===== src/sv/csf_pkg.sv =====
// Shared types, constants and helpers for the case-insensitive substring finder.
// No dependencies; every other file of the block imports this package.
`default_nettype none

package csf_pkg;

  // Pattern capacity in bytes and width of the per-string byte counter
  localparam int MAX_PATTERN   = 16;
  localparam int POSITION_BITS = 16;

  // Fixed widths of the ports
  localparam int BYTE_BITS      = 8;
  localparam int MATCH_BITS     = 16;
  localparam int LEN_BITS       = 5;
  localparam int CFG_DATA_BITS  = 64;
  localparam int CFG_INDEX_BITS = 2;

  // Bytes held in each pattern word register
  localparam int WORD_BYTES = CFG_DATA_BITS / BYTE_BITS;

  // Window index width
  localparam int WIN_IDX_BITS = (MAX_PATTERN > 1) ? $clog2(MAX_PATTERN) : 1;

  // Result queue depth, a power of two
  localparam int QUEUE_DEPTH    = 4;
  localparam int QUEUE_PTR_BITS = (QUEUE_DEPTH > 1) ? $clog2(QUEUE_DEPTH) : 1;
  localparam int QUEUE_CNT_BITS = $clog2(QUEUE_DEPTH + 1);

  // Configuration register indexes
  localparam logic [CFG_INDEX_BITS-1:0] REG_PATTERN_LOW  = 2'd0;
  localparam logic [CFG_INDEX_BITS-1:0] REG_PATTERN_HIGH = 2'd1;
  localparam logic [CFG_INDEX_BITS-1:0] REG_PATTERN_LEN  = 2'd2;

  // Search configuration as seen by the front end
  typedef struct packed {
    logic [2*WORD_BYTES-1:0][BYTE_BITS-1:0] pattern;
    logic [LEN_BITS-1:0]                    length;
  } cfg_t;

  // One result item
  typedef struct packed {
    logic                  found;
    logic [MATCH_BITS-1:0] match_start;
  } result_t;

  // Fold ASCII upper case to lower case, leave everything else alone
  function automatic logic [BYTE_BITS-1:0] fold_case(input logic [BYTE_BITS-1:0] c);
    if (c >= 8'h41 && c <= 8'h5A) begin
      return c + 8'h20;
    end
    return c;
  endfunction

endpackage

`default_nettype wire


===== src/sv/case_insensitive_substring_find.sv =====
// Top level of the case-insensitive substring finder: configuration
// registers, front end and result queue. Uses csf_pkg, csf_front, csf_queue.
`default_nettype none

// Takes one text byte per cycle while full is low; a string ends with last_byte set. ASCII
// letters are compared without regard to case. Each string gives exactly one
// result: found with the start offset as soon as the first match completes,
// or not found at the last byte. A result is written into the result queue
// when the byte that caused it is transferred. The window compare is combinational,
// so a byte can follow every cycle; full rises only when the
// four-entry result queue holds four untaken results. Program the pattern
// registers only while no string is in flight.
module case_insensitive_substring_find (
  input  wire logic                                   clk,
  input  wire logic                                   rst,
  input  wire logic                                   push,
  output logic                                        full,
  input  wire logic [csf_pkg::BYTE_BITS-1:0]          text_byte,
  input  wire logic                                   last_byte,
  output logic                                        empty,
  input  wire logic                                   pop,
  output logic                                        found,
  output logic [csf_pkg::MATCH_BITS-1:0]              match_start,
  input  wire logic                                   cfg_write,
  input  wire logic [csf_pkg::CFG_INDEX_BITS-1:0]     cfg_index,
  input  wire logic [csf_pkg::CFG_DATA_BITS-1:0]      cfg_data
);
  import csf_pkg::*;

  logic [CFG_DATA_BITS-1:0] pattern_low;
  logic [CFG_DATA_BITS-1:0] pattern_high;
  logic [LEN_BITS-1:0]      pattern_length;

  cfg_t    cfg;
  logic    in_valid;
  logic    result_valid;
  result_t result;
  result_t head;

  // Hold configuration registers
  always_ff @(posedge clk) begin
    if (rst) begin
      pattern_low    <= '0;
      pattern_high   <= '0;
      pattern_length <= '0;
    end else if (cfg_write) begin
      case (cfg_index)
        REG_PATTERN_LOW:  pattern_low    <= cfg_data;
        REG_PATTERN_HIGH: pattern_high   <= cfg_data;
        REG_PATTERN_LEN:  pattern_length <= cfg_data[LEN_BITS-1:0];
        default: ;
      endcase
    end
  end

  assign cfg.pattern = {pattern_high, pattern_low};
  assign cfg.length  = pattern_length;
  assign in_valid    = push && !full;

  csf_front u_front (
    .clk          (clk),
    .rst          (rst),
    .in_valid     (in_valid),
    .in_byte      (text_byte),
    .in_last      (last_byte),
    .cfg          (cfg),
    .result_valid (result_valid),
    .result       (result)
  );

  csf_queue u_queue (
    .clk      (clk),
    .rst      (rst),
    .wr_en    (result_valid),
    .wr_data  (result),
    .rd_en    (pop),
    .rd_data  (head),
    .is_full  (full),
    .is_empty (empty)
  );

  assign found       = head.found;
  assign match_start = head.match_start;

  // A full queue always has something to give
  a_full_not_empty: assert property (@(posedge clk) full |-> !empty)
    else $error("queue reports full and empty together");

  // The front end never pushes into a full queue
  a_no_push_when_full: assert property (@(posedge clk) disable iff (rst)
    result_valid |-> !full)
    else $error("result pushed while queue is full");

  // A not-found result carries a zero offset
  a_not_found_zero: assert property (@(posedge clk) disable iff (rst)
    (!empty && !found) |-> (match_start == '0))
    else $error("not-found result with nonzero offset");

  // Reset leaves no result waiting
  a_reset_empty: assert property (@(posedge clk) rst |=> empty)
    else $error("results waiting after reset");

endmodule

`default_nettype wire


===== src/sv/csf_front.sv =====
// Front end of the substring finder: folds case, keeps the byte window,
// position count and done flag, and classifies each byte. Uses csf_pkg.
`default_nettype none

module csf_front (
  input  wire logic               clk,
  input  wire logic               rst,
  input  wire logic               in_valid,
  input  wire logic [7:0]         in_byte,
  input  wire logic               in_last,
  input  wire csf_pkg::cfg_t      cfg,
  output logic                    result_valid,
  output csf_pkg::result_t        result
);
  import csf_pkg::*;

  localparam logic [POSITION_BITS-1:0] POS_MAX = '1;

  logic [MAX_PATTERN-1:0][BYTE_BITS-1:0] window;
  logic [MAX_PATTERN-1:0][BYTE_BITS-1:0] window_next;
  logic [POSITION_BITS-1:0]              position;
  logic                                  done;

  logic [BYTE_BITS-1:0]     folded;
  logic [LEN_BITS-1:0]      eff_len;
  logic                     reached;
  logic                     all_equal;
  logic                     hit;
  logic [POSITION_BITS-1:0] start;

  // Clamp the length to the pattern capacity
  assign eff_len = (cfg.length > LEN_BITS'(MAX_PATTERN)) ? LEN_BITS'(MAX_PATTERN)
                                                         : cfg.length;
  assign folded  = fold_case(in_byte);

  // Window as it stands once the new byte has shifted in
  always_comb begin
    window_next[0] = folded;
    for (int j = 1; j < MAX_PATTERN; j++) begin
      window_next[j] = window[j-1];
    end
  end

  // Compare pattern byte k against the window entry len-1-k
  always_comb begin
    logic [LEN_BITS-1:0] sel;
    all_equal = 1'b1;
    for (int k = 0; k < MAX_PATTERN; k++) begin
      sel = eff_len - LEN_BITS'(k + 1);
      if (LEN_BITS'(k) < eff_len) begin
        if (fold_case(cfg.pattern[k]) != window_next[sel[WIN_IDX_BITS-1:0]]) begin
          all_equal = 1'b0;
        end
      end
    end
  end

  // Enough bytes seen for a full pattern
  assign reached = ((POSITION_BITS+1)'(position) + 1'b1) >= (POSITION_BITS+1)'(eff_len);
  assign start   = position - POSITION_BITS'(eff_len) + 1'b1;

  // Classify: match, end of string without match, or nothing
  always_comb begin
    hit                = 1'b0;
    result.found       = 1'b0;
    result.match_start = '0;
    if (eff_len == '0) begin
      hit                = 1'b1;
      result.found       = 1'b1;
      result.match_start = MATCH_BITS'(position);
    end else if (reached && all_equal) begin
      hit                = 1'b1;
      result.found       = 1'b1;
      result.match_start = MATCH_BITS'(start);
    end
    result_valid = in_valid && !done && (hit || in_last);
  end

  // Advance string state on each accepted byte; drop it at the last byte
  always_ff @(posedge clk) begin
    if (rst) begin
      window   <= '0;
      position <= '0;
      done     <= 1'b0;
    end else if (in_valid) begin
      if (in_last) begin
        window   <= '0;
        position <= '0;
        done     <= 1'b0;
      end else begin
        window <= window_next;
        if (position < POS_MAX) begin
          position <= position + 1'b1;
        end
        if (!done && hit) begin
          done <= 1'b1;
        end
      end
    end
  end

endmodule

`default_nettype wire


===== src/sv/csf_queue.sv =====
// Back end of the substring finder: a short result queue that holds
// classified results until the consumer takes them. Uses csf_pkg.
`default_nettype none

module csf_queue (
  input  wire logic              clk,
  input  wire logic              rst,
  input  wire logic              wr_en,
  input  wire csf_pkg::result_t  wr_data,
  input  wire logic              rd_en,
  output csf_pkg::result_t       rd_data,
  output logic                   is_full,
  output logic                   is_empty
);
  import csf_pkg::*;

  result_t [QUEUE_DEPTH-1:0]  entries;
  logic [QUEUE_PTR_BITS-1:0]  wr_ptr;
  logic [QUEUE_PTR_BITS-1:0]  rd_ptr;
  logic [QUEUE_CNT_BITS-1:0]  count;
  logic                       do_wr;
  logic                       do_rd;

  assign is_full  = (count == QUEUE_CNT_BITS'(QUEUE_DEPTH));
  assign is_empty = (count == '0);
  assign do_wr    = wr_en && !is_full;
  assign do_rd    = rd_en && !is_empty;
  assign rd_data  = entries[rd_ptr];

  // Store pushed results; payload needs no reset
  always_ff @(posedge clk) begin
    if (do_wr) begin
      entries[wr_ptr] <= wr_data;
    end
  end

  // Advance pointers and fill count on each transfer
  always_ff @(posedge clk) begin
    if (rst) begin
      wr_ptr <= '0;
      rd_ptr <= '0;
      count  <= '0;
    end else begin
      if (do_wr) begin
        wr_ptr <= wr_ptr + 1'b1;
      end
      if (do_rd) begin
        rd_ptr <= rd_ptr + 1'b1;
      end
      if (do_wr && !do_rd) begin
        count <= count + 1'b1;
      end else if (do_rd && !do_wr) begin
        count <= count - 1'b1;
      end
    end
  end

endmodule

`default_nettype wire


===== config.mk =====
export PLATFORM = sky130hd
export DESIGN_NAME = case_insensitive_substring_find
export DESIGN_NICKNAME = d
export VERILOG_FILES = /design/src/sv/csf_pkg.sv /design/src/sv/case_insensitive_substring_find.sv /design/src/sv/csf_front.sv /design/src/sv/csf_queue.sv
export SDC_FILE = /design/constraint.sdc
export NUM_CORES = 1
export LEC_CHECK = 0
export BUFFER_PORTS_ARGS = -buffer_cell sky130_fd_sc_hd__buf_4
export CORE_MARGIN = 10
export CORE_UTILIZATION = 57
export CTS_CLUSTER_SIZE = 14
export DETAILED_ROUTE_END_ITERATION = 7
export HOLD_SLACK_MARGIN = 0.05
export PLACE_DENSITY = 0.83
export SYNTH_ARGS = -nofsm -noshare
export SYNTH_HDL_FRONTEND = slang
export SYNTH_SLANG_ARGS = --single-unit

===== constraint.sdc =====
create_clock -name clk -period 7.8 [get_ports clk]
set_clock_uncertainty 0.05 [all_clocks]
set_input_delay 0.78 -clock clk [delete_from_list [all_inputs] [get_ports clk]]
set_output_delay 0.78 -clock clk [all_outputs]
set_load 0.005 [all_outputs]

==> results.md, run 1 <==
- Post-Route WL: 107 mm
- Die footprint: 56000 um2
- Ys Warns: 0
- CTS H-Tree Depth: 2
- Top_reg_cell synth: dfxtp_1
- GR Overflow Total: 0
- DPL Wire Length: 80.1 mm
- Clk buf depth: 3
- Buffers on Ports: 98
- Flip-flop and latch count after synthesis: 345
- Sink Count: 345
- Core Footprint: 46500 um2
- Buffers & Inverters on Critical Path: 3
- Post-CTS Hold Buffers: 0
- Maximum clock rate: 131 MHz
- Dpl ws: 0.513 ns
- Final Hold Viols: 0
- Slew HR: 7.66%
- Post-Syn Area: 26800 um2
- Area delta synth->final: 8.60%
- Peak VDD IR: 0.260 mV
- Die height: 237 um
- DRC viols: 0
- WS Path Type: reg2reg
- Worst setup margin: 0.177 ns
- Root Driver: clkbuf_16
- First-pass GRT wire length: 159 mm
- Crit-path cells: buf_4 -> nand2b_4 -> buf_12 -> mux2i_1 -> mux2i_1 -> nor3_1 -> a31oi_1 -> o21ai_1 -> xnor2_1 -> a2111oi_0 -> a41oi_1 -> or4_1 -> a2111o_1 -> a211oi_4 -> ha_1 -> inv_1 -> fa_1 -> xor2_1 -> or3_1 -> a21oi_1
- Most frequent cells in the layout: nand2_1, a21oi_1, dfxtp_1
- Met2 Resource Use GR: 57.6%
- Total number of vias: 25888
- Largest net degree at the start of global routing: 128
- CTS resizes: 0
- Fin nets: 3235
- # fillers: 3895
- Busiest grt layer: met2
- Syn nets: 3281
- Worst-path fanout max: 58
- N_diodes: 0
- Vias in the first global route: 24211
- Mapped Avg Cell Area: 8.54 um2
- Vias per cell: 6.96
- Met3 usage: 8.35%
- Worst-Margin Slew: 1.39 ns
- CP max stage delay: 0.97 ns
- Worst path arrival time: 8.07 ns
- Setup TNS: 0 ns
- Slew Viols, Final: 0
- Critical Path Source Type: flop
- Pwr/cell area: 170 nW/um2
- MaxCap Viol Count: 0
- GRT Util Overall: 37.0%
- EDFF count, synth: 68
- WP data required: 8.25 ns
- Initial cell density of the core: 57.6%
- Fin crit share: 97.7%
- Status: finished clean
- Met1 GRT Util: 46.7%
- Die Width: 237 um
- Crit. End Element: flop
- Worst hold path class: in2reg
- Unrepaired setup endpoints after global routing: false
- Minimum clock period: 7.62 ns
- Setup Fix Bufs, Post-CTS: 0
- CP delay by family, top: compound AO/OA/AOI/OAI gates
- Post-Syn Instances: 3133
- Share of cells above drive strength 1: 13.2%
- CTS tree: built
- Lkg Pwr: 10.7 nW
- Crit path top cell by count: mux2i_1
- Final ANT Viol Nets: 0
- Async SR Flop Fraction: 0%
- Final setup violation count: 0
- 1st-pass router iterations: 5
- Synth unique cells: 104
- Cell at the slowest stage of the critical path: mux2i_1
- Post-synthesis sequential area ratio: 28.4%
- Antenna violations before repair: 0
- Routed len/inst: 28.9 um
- GP Congestion: 1.12
- Top Ports: 99
- Commonest non-fill, non-tap cell in the layout: nand2_1
- Cell Rows: 79
- Worst-Skew Late Latency: 0.59 ns
- Worst-path clk slew: 0.07 ns
- CTS buffer count: 38
- Starting DRT DRC Count: 3237
==> registers in the layout, summed over array words and instances, names as in the netlist <==
name and flops:
u_front.window 120, u_queue.rd_ptr 2, u_queue.wr_ptr 2, u_queue.count 3
pattern_high 64, pattern_length 5, u_front.position 16, u_front.done 1
pattern_low 64, u_queue.entries 68
==> tightest hold or removal path: cells and delay by family <==
family | cells | cell delay, ns
AO/OA/AOI/OAI | 1 | 0.05
buffers and inverters | 1 | 0.12
AND/OR/NAND/NOR | 1 | 0.05
==> final timing paths <==
path | startpoint | end | slack, ns | depth (start not counted)
worst max-delay path | pattern_length[4] | u_queue.count[2] | 0.18 | 20
worst min-delay path | cfg_data[19] | pattern_low[19] | 0.40 | 3
worst max register to register | pattern_length[4] | u_queue.count[2] | 0.18 | 20
worst min register to register | pattern_high[31] | pattern_high[31] | 0.42 | 2
==> cells by family (layout without fill, tap and decap cells) <==
kind of cell    count (synthesis)  in the layout  synth area share [%]
simple gates                 1025           1025                  18.2
fa+ha+maj                      68             68                  3.24
xor+xnor                      189            189                  6.29
flops                         345            345                  28.4
compound gates                781            781                  18.4
mux                           403            403                  20.4
buf+inv                       322            300                  5.06
==> Yosys cell counts (12+ instances only) <==
library cell	count	area [um2]
o31ai_1	15	113
buf_1	28	105
dfxtp_1	277	5550
inv_1	58	218
a41oi_1	13	114
nor2_1	245	920
nand3_1	40	200
o21ai_0	92	460
a211oi_1	20	150
edfxtp_1	68	2040
mux4_2	111	2500
nor3b_1	134	1010
mux2i_1	270	2700
a21o_1	14	105
o22ai_1	26	163
or3_1	12	75.1
o2111ai_1	17	149
a22oi_1	28	210
a31oi_1	41	257
a21oi_1	365	1830
a22o_1	22	193
clkbuf_1	159	597
xor2_1	84	736
buf_2	55	275
nand2_1	421	1580
nand4_1	17	106
nor3_1	55	275
xnor2_1	103	902
a2111oi_0	12	105
mux2_2	19	214
nor2b_1	17	106
ha_1	66	826
and2_1	14	87.6
nand2b_1	13	81.3
==> routing by layer <==
metal,vias up,wire length (um)
met2,1541,48100
met4,0,7200
li1,11379,-
met5,-,0
met3,373,10500
met1,12595,41600
==> cell type report <==
| cell class | instances | area (um2) | area share [%] |
|---|---|---|---|
| clock buffers | 51 | 1050 | 3.61 |
| clock inverters | 13 | 121 | 0.418 |
| inverters | 64 | 243 | 0.835 |
| multi-input cells | 2466 | 17900 | 61.7 |
| flip-flops and latches | 345 | 7590 | 26.1 |
| well taps | 607 | 759 | 2.61 |
| repair buffers | 172 | 1370 | 4.72 |
==> per-stage QoR <==
step	cells	hold WS (ns)	util (%)	total power, mW	cell area, um2
floorplan	3133	0.394	-	2.76	26800
global placement	3654	0.407	60.0	3.16	27900
detailed placement	3654	0.418	60.0	3.19	27900
CTS	3718	0.392	62.5	4.93	29100
global route	3718	0.418	62.5	5.09	29100
finish	3718	0.402	62.5	4.95	29100
==> power breakdown <==
part	switching, mW	total [mW]	internal [mW]
Sequential	0.0911	1.99	1.90
Clock	0.789	1.75	0.958
Combinational	0.734	1.21	0.476
Total	1.61	4.95	3.33
(Power assumes the default switching activity.)
==> run 2: changes to the inputs <==
Settings changed: RECOVER_POWER set to 25.
==> run 2 against run 1 <==
Net effect: the run now ends with capacitance limit, slew limit left; combinational power hardly changed; maximum frequency is 0.11% higher; sequential cell count stayed put; count of clock-buffer cells in the layout stayed put; die area stayed put; hold slack worse by 0.0016 ns; clock power hardly changed; sequential power hardly changed; cell count stayed put; critical path type unchanged.
==> results.md, run 2 (synthesized netlist as in run 1, its figures left out) <==
- Antenna violations before repair: 0 (unchanged)
- Pwr/cell area: 170 nW/um2 (about the same)
- Sw Ratio: 32.6% (about the same)
- Initial cell density of the core: 57.6% (unchanged)
- Worst path arrival time: 8.06 ns (about the same)
- Core Footprint: 46500 um2 (unchanged)
- Sequential power share: 40.2% (about the same)
- Die footprint: 56000 um2 (unchanged)
- Sw power: 1.61 mW (about the same)
- Buffers & Inverters on Critical Path: 3 (unchanged)
- Combinational power share: 24.5% (about the same)
- Setup Fix Bufs, Post-CTS: 0 (unchanged)
- Worst setup margin: 0.186 ns (+0.00836 ns)
- DRC viols: 0 (unchanged)
- GR Overflow Total: 0 (unchanged)
- Buffers on Ports: 98 (unchanged)
- Cell at the slowest stage of the critical path: mux2i_1
- Worst-Skew Late Latency: 0.59 ns (about the same)
- N_diodes: 0 (unchanged)
- Final setup violation count: 0 (unchanged)
- Slew HR: -159% (-170 points)
- Status: complete, but fails checks
- Clk buf depth: 3 (unchanged)
- Crit-path cells: buf_4 -> nand2b_4 -> buf_12 -> mux2i_1 -> mux2i_1 -> nor3_1 -> a31oi_1 -> o21ai_1 -> xnor2_1 -> a2111oi_0 -> a41oi_1 -> or4_1 -> a2111o_1 -> a211oi_4 -> ha_1 -> inv_1 -> fa_1 -> xor2_1 -> or3_1 -> a21oi_1
- Internal: 3.33 mW (about the same)
- Setup slack, reg-to-reg: 0.19 ns (about the same)
- Worst-Margin Slew: 3.89 ns (+2.50 ns)
- 1st-pass router iterations: 8 (+3)
- Minimum clock period: 7.61 ns (-0.00836 ns)
- GRT Util Overall: 37.0% (unchanged)
- CTS tree: built
- WP data required: 8.25 ns (about the same)
- R2R Path End: u_queue.count[2]
- Starting DRT DRC Count: 3386 (+4.6%)
- Vias per cell: 6.97 (+0.16%)
- Maximum clock rate: 131 MHz (+0.11%)
- Crit path top cell by count: mux2i_1
- CP max stage delay: 0.99 ns (+0.02 ns)
- Final ANT Viol Nets: 0 (unchanged)
- WS Path Type: reg2reg
- Worst hold path class: in2reg
- Routed len/inst: 28.9 um (-0.16%)
- Die Width: 237 um (unchanged)
- Area delta synth->final: 8.54% (about the same)
- Critical Path Source Type: flop
- Largest reg by FF count: u_front.window
- Slew Viols, Final: 210 (+210)
- RR Startpoint: pattern_length[4]
- Top flop regs: u_front.window x120, u_queue.entries x68
- Worst-path clk slew: 0.08 ns (about the same)
- GP Congestion: 1.12 (unchanged)
- Die height: 237 um (unchanged)
- # fillers: 3901 (+0.15%)
- Unrepaired setup endpoints after global routing: false
- CP delay by family, top: compound AO/OA/AOI/OAI gates
- CTS resizes: 0 (unchanged)
- Max reg flops: 120 (unchanged)
- First-pass GRT wire length: 159 mm (unchanged)
- Setup TNS: 0 ns (unchanged)
- Setup crit start: pattern_length[4]
- Post-Route WL: 107 mm (-0.16%)
- Fin crit share: 97.6% (-0.11 points)
- Root Driver: clkbuf_16
- Clk network pwr share: 35.3% (about the same)
- Worst-path fanout max: 58 (unchanged)
- Fin nets: 3235 (unchanged)
- Peak VDD IR: 0.260 mV (+0.25%)
- Critical Path Sink: u_queue.count[2]
- Critical Path Stages: 20 (unchanged)
- DPL Wire Length: 80.1 mm (unchanged)
- Register-to-Register Path Depth: 20 (unchanged)
- Post-CTS Hold Buffers: 0 (unchanged)
- Final Hold Viols: 0 (unchanged)
- Lkg Pwr: 10.7 nW (-0.14%)
- Total number of vias: 25930 (+0.16%)
- Top Ports: 99 (unchanged)
- Dpl ws: 0.513 ns (unchanged)
- MaxCap Viol Count: 3 (+3)
- Crit. End Element: flop
- Largest net degree at the start of global routing: 128 (unchanged)
- Vias in the first global route: 24211 (unchanged)
- Cell Rows: 79 (unchanged)
- Most frequent cells in the layout: nand2_1, a21oi_1, dfxtp_1
- CTS H-Tree Depth: 2 (unchanged)
- Failing checks: capacitance limit, slew limit
- Sink Count: 345 (unchanged)
- Commonest non-fill, non-tap cell in the layout: nand2_1
- Share of cells above drive strength 1: 13.1% (-0.13 points)
- CTS buffer count: 38 (unchanged)
## run 2: changes by cell type in the layout (fill, tap and decap cells not counted), sizes merged
cell,previous run,this run
buf,171,167
clkbuf,52,56
## run 2: area by class of cell
class                           instances  area, um2  share of cell area, %
Timing Repair Buffer                  172       1360                   4.68
Sequential cell                       345       7590                   26.1
Clock buffer                           51       1050                   3.62
Tap cell                              607        759                   2.62
Inverter                               64        243                  0.836
Clock inverter                         13        121                  0.418
Multi-Input combinational cell       2466      17900                   61.7
## run 2: worst min-delay path by stage
| stage | startpoint | end | slack [ns] | depth (start not counted) |
|---|---|---|---|---|
| after CTS | cfg_data[31] | pattern_low[31] | 0.39 | 3 |
| after detailed placement | pattern_high[31] | pattern_high[31] | 0.42 | 2 |
| after global routing | cfg_data[60] | pattern_high[60] | 0.42 | 3 |
| after global placement | pattern_high[31] | pattern_high[31] | 0.41 | 2 |
| after floorplan | pattern_low[39] | pattern_low[39] | 0.39 | 2 |
| final | cfg_data[19] | pattern_low[19] | 0.40 | 3 |
## run 2: metal layers
metal / global-route usage [%] / vias up / part of all wire (%)
li1: - / 11377 / -
met5: 0 / - / 0
met4: 21.3 / 0 / 6.7
met2: 57.6 / 1608 / 45
met3: 8.35 / 387 / 10
met1: 46.7 / 12558 / 38
## run 2: through the flow
stage | cells | power (mW) | hold WS, ns | utilization, % | area [um2]
global route | 3718 | 5.10 | 0.418 | 62.5 | 29000
global placement | 3654 | 3.16 | 0.407 | 60.0 | 27900
detailed placement | 3654 | 3.19 | 0.418 | 60.0 | 27900
CTS | 3718 | 4.93 | 0.392 | 62.5 | 29100
floorplan | 3133 | 2.76 | 0.394 | - | 26800
finish | 3718 | 4.95 | 0.400 | 62.5 | 29000
## run 2: power groups by stage
stage	logic (mW)	registers (mW)	clock network, mW
floorplan	0.787	1.98	0
global placement	1.15	2.02	0
finish	1.21	1.99	1.75
detailed placement	1.17	2.02	0
CTS	1.19	1.99	1.75
global route	1.28	2.00	1.82
## run 2: tightest hold or removal path: stages
cell	delay, ns
buf_4	0.12
nand2_1	0.05
a21oi_1	0.05
